==> config.mk <==
export PLATFORM = sky130hd
export DESIGN_NAME = periodic_task_dispatcher
export DESIGN_NICKNAME = d
export VERILOG_FILES = /design/src/rtl/ptd_pkg.sv /design/src/rtl/periodic_task_dispatcher.sv /design/src/rtl/ptd_ctrl.sv /design/src/rtl/ptd_datapath.sv
export SDC_FILE = /design/constraint.sdc
export NUM_CORES = 2
export LEC_CHECK = 0
export CORE_ASPECT_RATIO = 1.4
export CORE_MARGIN = 2
export CORE_UTILIZATION = 45
export CTS_CLUSTER_DIAMETER = 150
export DETAILED_ROUTE_END_ITERATION = 8
export DONT_BUFFER_PORTS = 1
export HOLD_SLACK_MARGIN = 0.03
export PLACE_DENSITY_LB_ADDON = 0.15
export SLEW_MARGIN = 40
export SYNTH_ARGS = -nofsm -noshare
export SYNTH_HDL_FRONTEND = slang
export SYNTH_HIERARCHICAL = 1
export SYNTH_SLANG_ARGS = --single-unit
==> constraint.sdc <==
create_clock -name clk -period 10.84 [get_ports clk]
set_clock_uncertainty 0.05 [all_clocks]
set_input_delay 0.542 -clock clk [delete_from_list [all_inputs] [get_ports clk]]
set_output_delay 0.542 -clock clk [all_outputs]
set_load 0.03 [all_outputs]
==> src/rtl/ptd_pkg.sv <==
// Shared types and constants for the periodic task dispatcher.
`timescale 1ns / 1ps
`default_nettype none
package ptd_pkg;

  localparam int MAX_TASKS = 8;
  localparam int CNT_W     = $clog2(MAX_TASKS + 1);
  localparam int IDX_W     = (MAX_TASKS > 1) ? $clog2(MAX_TASKS) : 1;

  typedef enum logic [1:0] {
    CMD_TICK    = 2'd0,
    CMD_ADD     = 2'd1,
    CMD_ENABLE  = 2'd2,
    CMD_DISABLE = 2'd3
  } cmd_t;

  typedef enum logic [1:0] {
    ST_DUE  = 2'd0,
    ST_IDLE = 2'd1,
    ST_DONE = 2'd2,
    ST_FULL = 2'd3
  } status_t;

  typedef struct packed {
    cmd_t        cmd;
    logic [7:0]  task_id;
    logic [15:0] period_ticks;
    logic [7:0]  priority_req;
    logic        start_enabled;
  } in_req_t;

  typedef struct packed {
    logic [7:0] task_id_res;
    status_t    status;
    logic       last;
  } out_res_t;

  typedef struct packed {
    logic [7:0]  id;
    logic [15:0] period;
    logic [7:0]  prio;
    logic        enable;
    logic [31:0] last_run;
  } entry_t;

  typedef enum logic [1:0] {
    S_IDLE  = 2'd0,
    S_SCAN  = 2'd1,
    S_FLUSH = 2'd2
  } state_t;

  // controller to datapath
  typedef struct packed {
    logic start_tick;
    logic do_add;
    logic do_enable;
    logic do_disable;
    logic scan_step;
    logic emit_final;
  } ctrl_t;

  // datapath to controller
  typedef struct packed {
    logic scan_done;
    logic blocked;
    logic out_free;
  } dp_stat_t;

endpackage
`default_nettype wire

==> src/rtl/periodic_task_dispatcher.sv <==
// Top level of the periodic task dispatcher: controller, datapath and checks.
// Add, enable and disable requests: one result, registered the cycle after acceptance.
// Tick requests: one table entry examined per cycle, except while a due entry waits on a
// stalled result register; the final result follows once every entry has been scanned.
// A new request is taken once the final result of the previous one is loaded.
// Reset clears the task count, tick counter and control; table contents stay undefined.
`timescale 1ns / 1ps
`default_nettype none
module periodic_task_dispatcher (
  input  wire                clk,
  input  wire                rst,
  input  wire                in_valid,
  output logic               in_stall,
  input  ptd_pkg::in_req_t   in_req,
  output logic               out_valid,
  input  wire                out_stall,
  output ptd_pkg::out_res_t  out_res
);

  ptd_pkg::ctrl_t    ctl;
  ptd_pkg::dp_stat_t stat;

  ptd_ctrl u_ctrl (
    .clk      (clk),
    .rst      (rst),
    .in_valid (in_valid),
    .in_cmd   (in_req.cmd),
    .stat     (stat),
    .in_stall (in_stall),
    .ctl      (ctl)
  );

  ptd_datapath u_datapath (
    .clk       (clk),
    .rst       (rst),
    .in_req    (in_req),
    .ctl       (ctl),
    .stat      (stat),
    .out_valid (out_valid),
    .out_stall (out_stall),
    .out_res   (out_res)
  );

  a_step_final_excl: assert property (@(posedge clk) disable iff (rst)
    !(ctl.scan_step && ctl.emit_final))
    else $error("scan step and final emit together");

  a_cmd_slot_free: assert property (@(posedge clk) disable iff (rst)
    (ctl.do_add || ctl.do_enable || ctl.do_disable) |-> stat.out_free)
    else $error("request accepted with result register busy");

  a_final_marked: assert property (@(posedge clk) disable iff (rst)
    ctl.emit_final |=> (out_valid && out_res.last))
    else $error("final tick result not marked last");

  a_nonlast_due: assert property (@(posedge clk) disable iff (rst)
    (out_valid && !out_res.last) |-> (out_res.status == ptd_pkg::ST_DUE))
    else $error("non-final result without due status");

endmodule
`default_nettype wire

==> src/rtl/ptd_ctrl.sv <==
// Sequencing state machine for the task dispatcher.
`timescale 1ns / 1ps
`default_nettype none
module ptd_ctrl (
  input  wire               clk,
  input  wire               rst,
  input  wire               in_valid,
  input  ptd_pkg::cmd_t     in_cmd,
  input  ptd_pkg::dp_stat_t stat,
  output logic              in_stall,
  output ptd_pkg::ctrl_t    ctl
);

  ptd_pkg::state_t state;
  ptd_pkg::state_t state_next;
  logic            accept;

  assign in_stall = !(state == ptd_pkg::S_IDLE && stat.out_free);
  assign accept   = in_valid && !in_stall;

  always_ff @(posedge clk) begin
    if (rst) begin
      state <= ptd_pkg::S_IDLE;
    end else begin
      state <= state_next;
    end
  end

  always_comb begin
    state_next = state;
    unique case (state)
      ptd_pkg::S_IDLE: begin
        if (accept && in_cmd == ptd_pkg::CMD_TICK) begin
          state_next = ptd_pkg::S_SCAN;
        end
      end
      ptd_pkg::S_SCAN: begin
        if (stat.scan_done) begin
          state_next = ptd_pkg::S_FLUSH;
        end
      end
      ptd_pkg::S_FLUSH: begin
        if (stat.out_free) begin
          state_next = ptd_pkg::S_IDLE;
        end
      end
      default: state_next = ptd_pkg::S_IDLE;
    endcase
  end

  always_comb begin
    ctl = '0;
    unique case (state)
      ptd_pkg::S_IDLE: begin
        ctl.start_tick = accept && in_cmd == ptd_pkg::CMD_TICK;
        ctl.do_add     = accept && in_cmd == ptd_pkg::CMD_ADD;
        ctl.do_enable  = accept && in_cmd == ptd_pkg::CMD_ENABLE;
        ctl.do_disable = accept && in_cmd == ptd_pkg::CMD_DISABLE;
      end
      ptd_pkg::S_SCAN: begin
        ctl.scan_step = !stat.scan_done && (!stat.blocked || stat.out_free);
      end
      ptd_pkg::S_FLUSH: begin
        ctl.emit_final = stat.out_free;
      end
      default: ctl = '0;
    endcase
  end

endmodule
`default_nettype wire

==> src/rtl/ptd_datapath.sv <==
// Task table, tick counter, scan pointer and result register.
`timescale 1ns / 1ps
`default_nettype none
module ptd_datapath (
  input  wire                clk,
  input  wire                rst,
  input  ptd_pkg::in_req_t   in_req,
  input  ptd_pkg::ctrl_t     ctl,
  output ptd_pkg::dp_stat_t  stat,
  output logic               out_valid,
  input  wire                out_stall,
  output ptd_pkg::out_res_t  out_res
);

  ptd_pkg::entry_t                tbl      [ptd_pkg::MAX_TASKS];
  ptd_pkg::entry_t                tbl_next [ptd_pkg::MAX_TASKS];
  logic [ptd_pkg::CNT_W-1:0]      entry_count;
  logic [31:0]                    tick_counter;
  logic [ptd_pkg::CNT_W-1:0]      idx;
  logic                           pend;
  logic [7:0]                     pend_id;

  ptd_pkg::entry_t                cur;
  ptd_pkg::entry_t                new_entry;
  logic [31:0]                    elapsed;
  logic                           due;
  logic                           full;
  logic [ptd_pkg::CNT_W-1:0]      pos;
  logic                           res_load;
  ptd_pkg::out_res_t              res_next;

  assign cur     = tbl[idx[ptd_pkg::IDX_W-1:0]];
  assign elapsed = tick_counter - cur.last_run;
  assign due     = cur.enable && (cur.period == 16'd0 || elapsed >= 32'(cur.period));
  assign full    = entry_count >= ptd_pkg::CNT_W'(ptd_pkg::MAX_TASKS);

  assign stat.scan_done = idx >= entry_count;
  assign stat.blocked   = due && pend;
  assign stat.out_free  = !out_valid || !out_stall;

  assign new_entry = '{id:       in_req.task_id,
                       period:   in_req.period_ticks,
                       prio:     in_req.priority_req,
                       enable:   in_req.start_enabled,
                       last_run: 32'd0};

  // insertion point: entries with priority not above the new one stay ahead
  always_comb begin
    pos = '0;
    for (int i = 0; i < ptd_pkg::MAX_TASKS; i++) begin
      if (ptd_pkg::CNT_W'(i) < entry_count && tbl[i].prio <= in_req.priority_req) begin
        pos = pos + ptd_pkg::CNT_W'(1);
      end
    end
  end

  always_comb begin
    for (int i = 0; i < ptd_pkg::MAX_TASKS; i++) begin
      tbl_next[i] = tbl[i];
    end
    if (ctl.do_add && !full) begin
      for (int j = 1; j < ptd_pkg::MAX_TASKS; j++) begin
        if (ptd_pkg::CNT_W'(j) > pos && ptd_pkg::CNT_W'(j) <= entry_count) begin
          tbl_next[j] = tbl[j-1];
        end
      end
      tbl_next[pos[ptd_pkg::IDX_W-1:0]] = new_entry;
    end
    if (ctl.do_enable || ctl.do_disable) begin
      for (int i = 0; i < ptd_pkg::MAX_TASKS; i++) begin
        if (tbl[i].id == in_req.task_id) begin
          tbl_next[i].enable = ctl.do_enable;
        end
      end
    end
    if (ctl.scan_step && due) begin
      tbl_next[idx[ptd_pkg::IDX_W-1:0]].last_run = tick_counter;
    end
  end

  always_ff @(posedge clk) begin
    for (int i = 0; i < ptd_pkg::MAX_TASKS; i++) begin
      tbl[i] <= tbl_next[i];
    end
  end

  always_comb begin
    res_load = 1'b0;
    res_next = '{task_id_res: 8'd0, status: ptd_pkg::ST_DONE, last: 1'b1};
    if (ctl.do_add) begin
      res_load        = 1'b1;
      res_next.status = full ? ptd_pkg::ST_FULL : ptd_pkg::ST_DONE;
    end else if (ctl.do_enable || ctl.do_disable) begin
      res_load = 1'b1;
    end else if (ctl.scan_step && due && pend) begin
      res_load = 1'b1;
      res_next = '{task_id_res: pend_id, status: ptd_pkg::ST_DUE, last: 1'b0};
    end else if (ctl.emit_final) begin
      res_load = 1'b1;
      if (pend) begin
        res_next = '{task_id_res: pend_id, status: ptd_pkg::ST_DUE, last: 1'b1};
      end else begin
        res_next = '{task_id_res: 8'd0, status: ptd_pkg::ST_IDLE, last: 1'b1};
      end
    end
  end

  always_ff @(posedge clk) begin
    if (res_load) begin
      out_res <= res_next;
    end
    if (ctl.scan_step && due) begin
      pend_id <= cur.id;
    end
  end

  always_ff @(posedge clk) begin
    if (rst) begin
      entry_count  <= '0;
      tick_counter <= 32'd0;
      idx          <= '0;
      pend         <= 1'b0;
      out_valid    <= 1'b0;
    end else begin
      if (ctl.do_add && !full) begin
        entry_count <= entry_count + ptd_pkg::CNT_W'(1);
      end
      if (ctl.start_tick) begin
        tick_counter <= tick_counter + 32'd1;
        idx          <= '0;
        pend         <= 1'b0;
      end else if (ctl.scan_step) begin
        idx <= idx + ptd_pkg::CNT_W'(1);
        if (due) begin
          pend <= 1'b1;
        end
      end
      if (res_load) begin
        out_valid <= 1'b1;
      end else if (!out_stall) begin
        out_valid <= 1'b0;
      end
    end
  end

endmodule
`default_nettype wire
==> qor.csv <==
metric,value,unit
WP depth,29,
"EDFF count, synth",275,
die area,72400,µm²
DR vias/cell,6.54,
#FFs+latches synth,586,
Slew HR,0.442,
post-synthesis cell count,2768,
ys async rst share,0,
vias in the first global route,24800,
Residual DRC,0,
largest family of logic cells by synthesized area,compound AO/OA/AOI/OAI gates,
slew at the pin with the worst max-slew slack,0.830,ns
Die W,228,µm
final setup violation count,0,
cell family with most CP delay,simple AND/OR/NAND/NOR gates,
Detail Route Antenna Nets,0,
min-delay worst type,input pin to flip-flop,
NumNets Final,2873,
CTS Hold Bufs,43,
max cap viols,0,
initial antenna violation count,4,
htree depth,2,
placed cell area,32700,µm²
Non-Filler Instances,3692,
maximum vdd drop,0.146,mV
period utilisation layout,0.829,
RSZ-0062 raised after global routing,no,
top post-synthesis cells by area,"edfxtp_1 (26%), dfxtp_1 (20%), mux4_2 (8.1%)",
Initial Util,0.452,
layout cells sized above 1,0.129,
Tot Pwr,4.79,mW
row cnt,115,
internal power,3.75,mW
top fanout value on the critical path,21,
Synth top area share,0.261,
r2r worst-path depth,29,
hpwl dp,64400,µm
core area,69900,µm²
final slew viol count,0,
"most used cell, CP",buf_4,
Finished Cell Area,35300,µm²
Mapped Area,31600,µm²
clock network fraction of design power,0.477,
register area share after synthesis,0.458,
post-synthesis adder-cell area fraction,0.0509,
Placed Cells,3536,
DRT Wirelength,102000,µm
P&R area growth vs syn,11.7,%
f_max,0.111,GHz
TNS Setup,0,ns
TritonCTS Buffers,61,
Comb power frac,0.036,
Skew-Pair Late Insertion Delay,0.68,ns
ys flop type,dfxtp_1,
warnings from Yosys,6,
vias,24200,
Root Buffer,clkbuf_16,
Tmin final,8.98,ns
WHS Path Cells,1,
Final Util,0.505,
Final Hold Viols,0,
wire length per cell,27.7,µm
CP Buf/Inv Count,4,
Synth Area per Inst,11.4,µm²
LEAKAGE,13.4,nW
crit start category,flip-flop,
HP Start,in_req[11],
post-synthesis net count,2935,
Simple-Gate Fraction of Synth Area,0.113,
P_sw,1.04,mW
Crit path largest cell delay,0.72,ns
post-synthesis xor/xnor area fraction,0.0385,
clk slew on worst S/H paths,0.06,ns
status,"finished, final reports clean",
Setup crit end kind,flip-flop,
"area leader, netlist",edfxtp_1,
Initial DRC Count,2157,
PostCTS Resize Cnt,0,
Final Wtd Congestion,0.918,
CTS tree,built,
r2r setup slk,1.86,ns
largest net degree at the start of global routing,65,
compound-cell area share of the yosys netlist,0.195,
library cells used by synthesis,85,
WP data arrival,9.47,ns
register share of total power,0.487,
I/O pin count,52,
postcts setup bufs,0,
die height,318,µm
Power Density,136,nW/µm²
"Req. time, crit path",11.32,ns
DR pass1 iterations,6,
post-synthesis mux area share,0.105,
Net Sw Frac,0.218,
maximum clock path buffer count,3,
Worst path slowest cell,and4b_2,
kind of critical path,flip-flop to flip-flop,
gr usage total,0.278,
total grt overflow,0,
I/O Buffers,0,
first-pass GRT wire length,156000,µm
Clock Sinks,586,
==> per-stage QoR <==
| stage | hold slack (ns) | worst slack (ns) |
|---|---|---|
| floorplan | 0.391 | 1.65 |
| global placement | 0.402 | 1.79 |
| detailed placement | 0.410 | 1.97 |
| CTS | 0.0302 | 1.92 |
| global route | 0.0344 | 1.49 |
| finish | 0.0500 | 1.86 |
==> Yosys cell counts (8+ instances only) <==
cell and n:
a211oi_1 13, a21o_1 26, a21oi_1 70, a221o_1 191, a22o_1 227, a22oi_1 35
a31oi_1 10, and2_0 23, and2_1 153, and3_1 50, buf_1 14, buf_2 32
buf_4 9, clkbuf_1 186, dfxtp_1 311, edfxtp_1 275, ha_1 127, inv_1 75
mux2_2 12, mux2i_1 62, mux4_2 114, nand2_1 141, nand2b_1 13, nand3_1 31
nand4_1 30, nor2_1 81, nor2b_1 15, nor3_1 43, nor4_1 17, o211ai_1 8
o21a_1 13, o21ai_0 108, o21bai_1 11, or3_1 12, xnor2_1 34, xor2_1 92
==> final timing paths <==
check                                                endpoint
worst max-delay path            u_datapath/tbl[5][10]$_DFF_P_
worst min-delay path                                flip-flop
worst max register to register  u_datapath/tbl[5][10]$_DFF_P_
worst min register to register  u_datapath/tbl[7][13]$_DFF_P_
==> power by group through the flow <==
stage / Clock, mW / Sequential, mW / Combinational [mW]
6_report: 2.29 / 2.34 / 0.172
5_1_grt: 2.41 / 2.34 / 0.186
4_1_cts: 2.33 / 2.34 / 0.170
3_5_place_dp: 0 / 2.38 / 0.138
3_3_place_gp: 0 / 2.38 / 0.134
2_1_floorplan: 0 / 2.38 / 0.111
==> area by class of cell <==
type	instances	area, µm²
diodes	2	5.00
clock buffers	82	1680
clock inverters	29	468
fillers	6240	34600
inverters	76	285
multi-input cells	1865	16100
flip-flops and latches	586	14500
well taps	936	1170
repair buffers	116	1130
==> cells by family (layout without fill, tap and decap cells) <==
logic type / Yosys count / in the layout
other: 0 / 2
buffers and inverters: 317 / 303
xor gates and xnor gates: 131 / 131
DFF: 586 / 586
adders and majority gates: 128 / 128
and+or+nand+nor: 649 / 649
AOI/OAI and AO/OA: 769 / 769
muxes: 188 / 188
==> routing by layer <==
layer / share of wire / global-route usage / vias up
met1: 0.39 / 0.334 / 12300
met2: 0.50 / 0.487 / 996
met4: 0.048 / 0.132 / 2
met5: 0.00013 / 0 / -
li1: - / - / 10600
met3: 0.063 / 0.0446 / 284
==> cell usage in the layout, fill, tap and decap left out, types with 33 or more instances in the layout <==
| cell type | n |
|---|---|
| dfxtp_1 | 308 |
| edfxtp_1 | 275 |
| a22o_1 | 227 |
| a221o_1 | 191 |
| and2_1 | 151 |
| nand2_1 | 140 |
| ha_1 | 127 |
| mux4_2 | 114 |
| o21ai_0 | 108 |
| xor2_1 | 92 |
| inv_1 | 75 |
| nor2_1 | 74 |
| a21oi_1 | 69 |
| mux2i_1 | 62 |
| buf_4 | 62 |
| clkbuf_16 | 61 |
| and3_1 | 48 |
| dlygate4sd3_1 | 42 |
| nor3_1 | 36 |
| a22oi_1 | 35 |
| xnor2_1 | 33 |
==> worst register-to-register path, delay by kind of cell, from the launching register on <==
kind	cells	cell delay (ns)
and+or+nand+nor	11	3.46
AOI/OAI and AO/OA	9	2.07
xor gates and xnor gates	1	0.09
adders and majority gates	2	0.59
buffers and inverters	4	1.09
DFF	1	0.63
muxes	2	0.86
(Power assumes the default switching activity.)
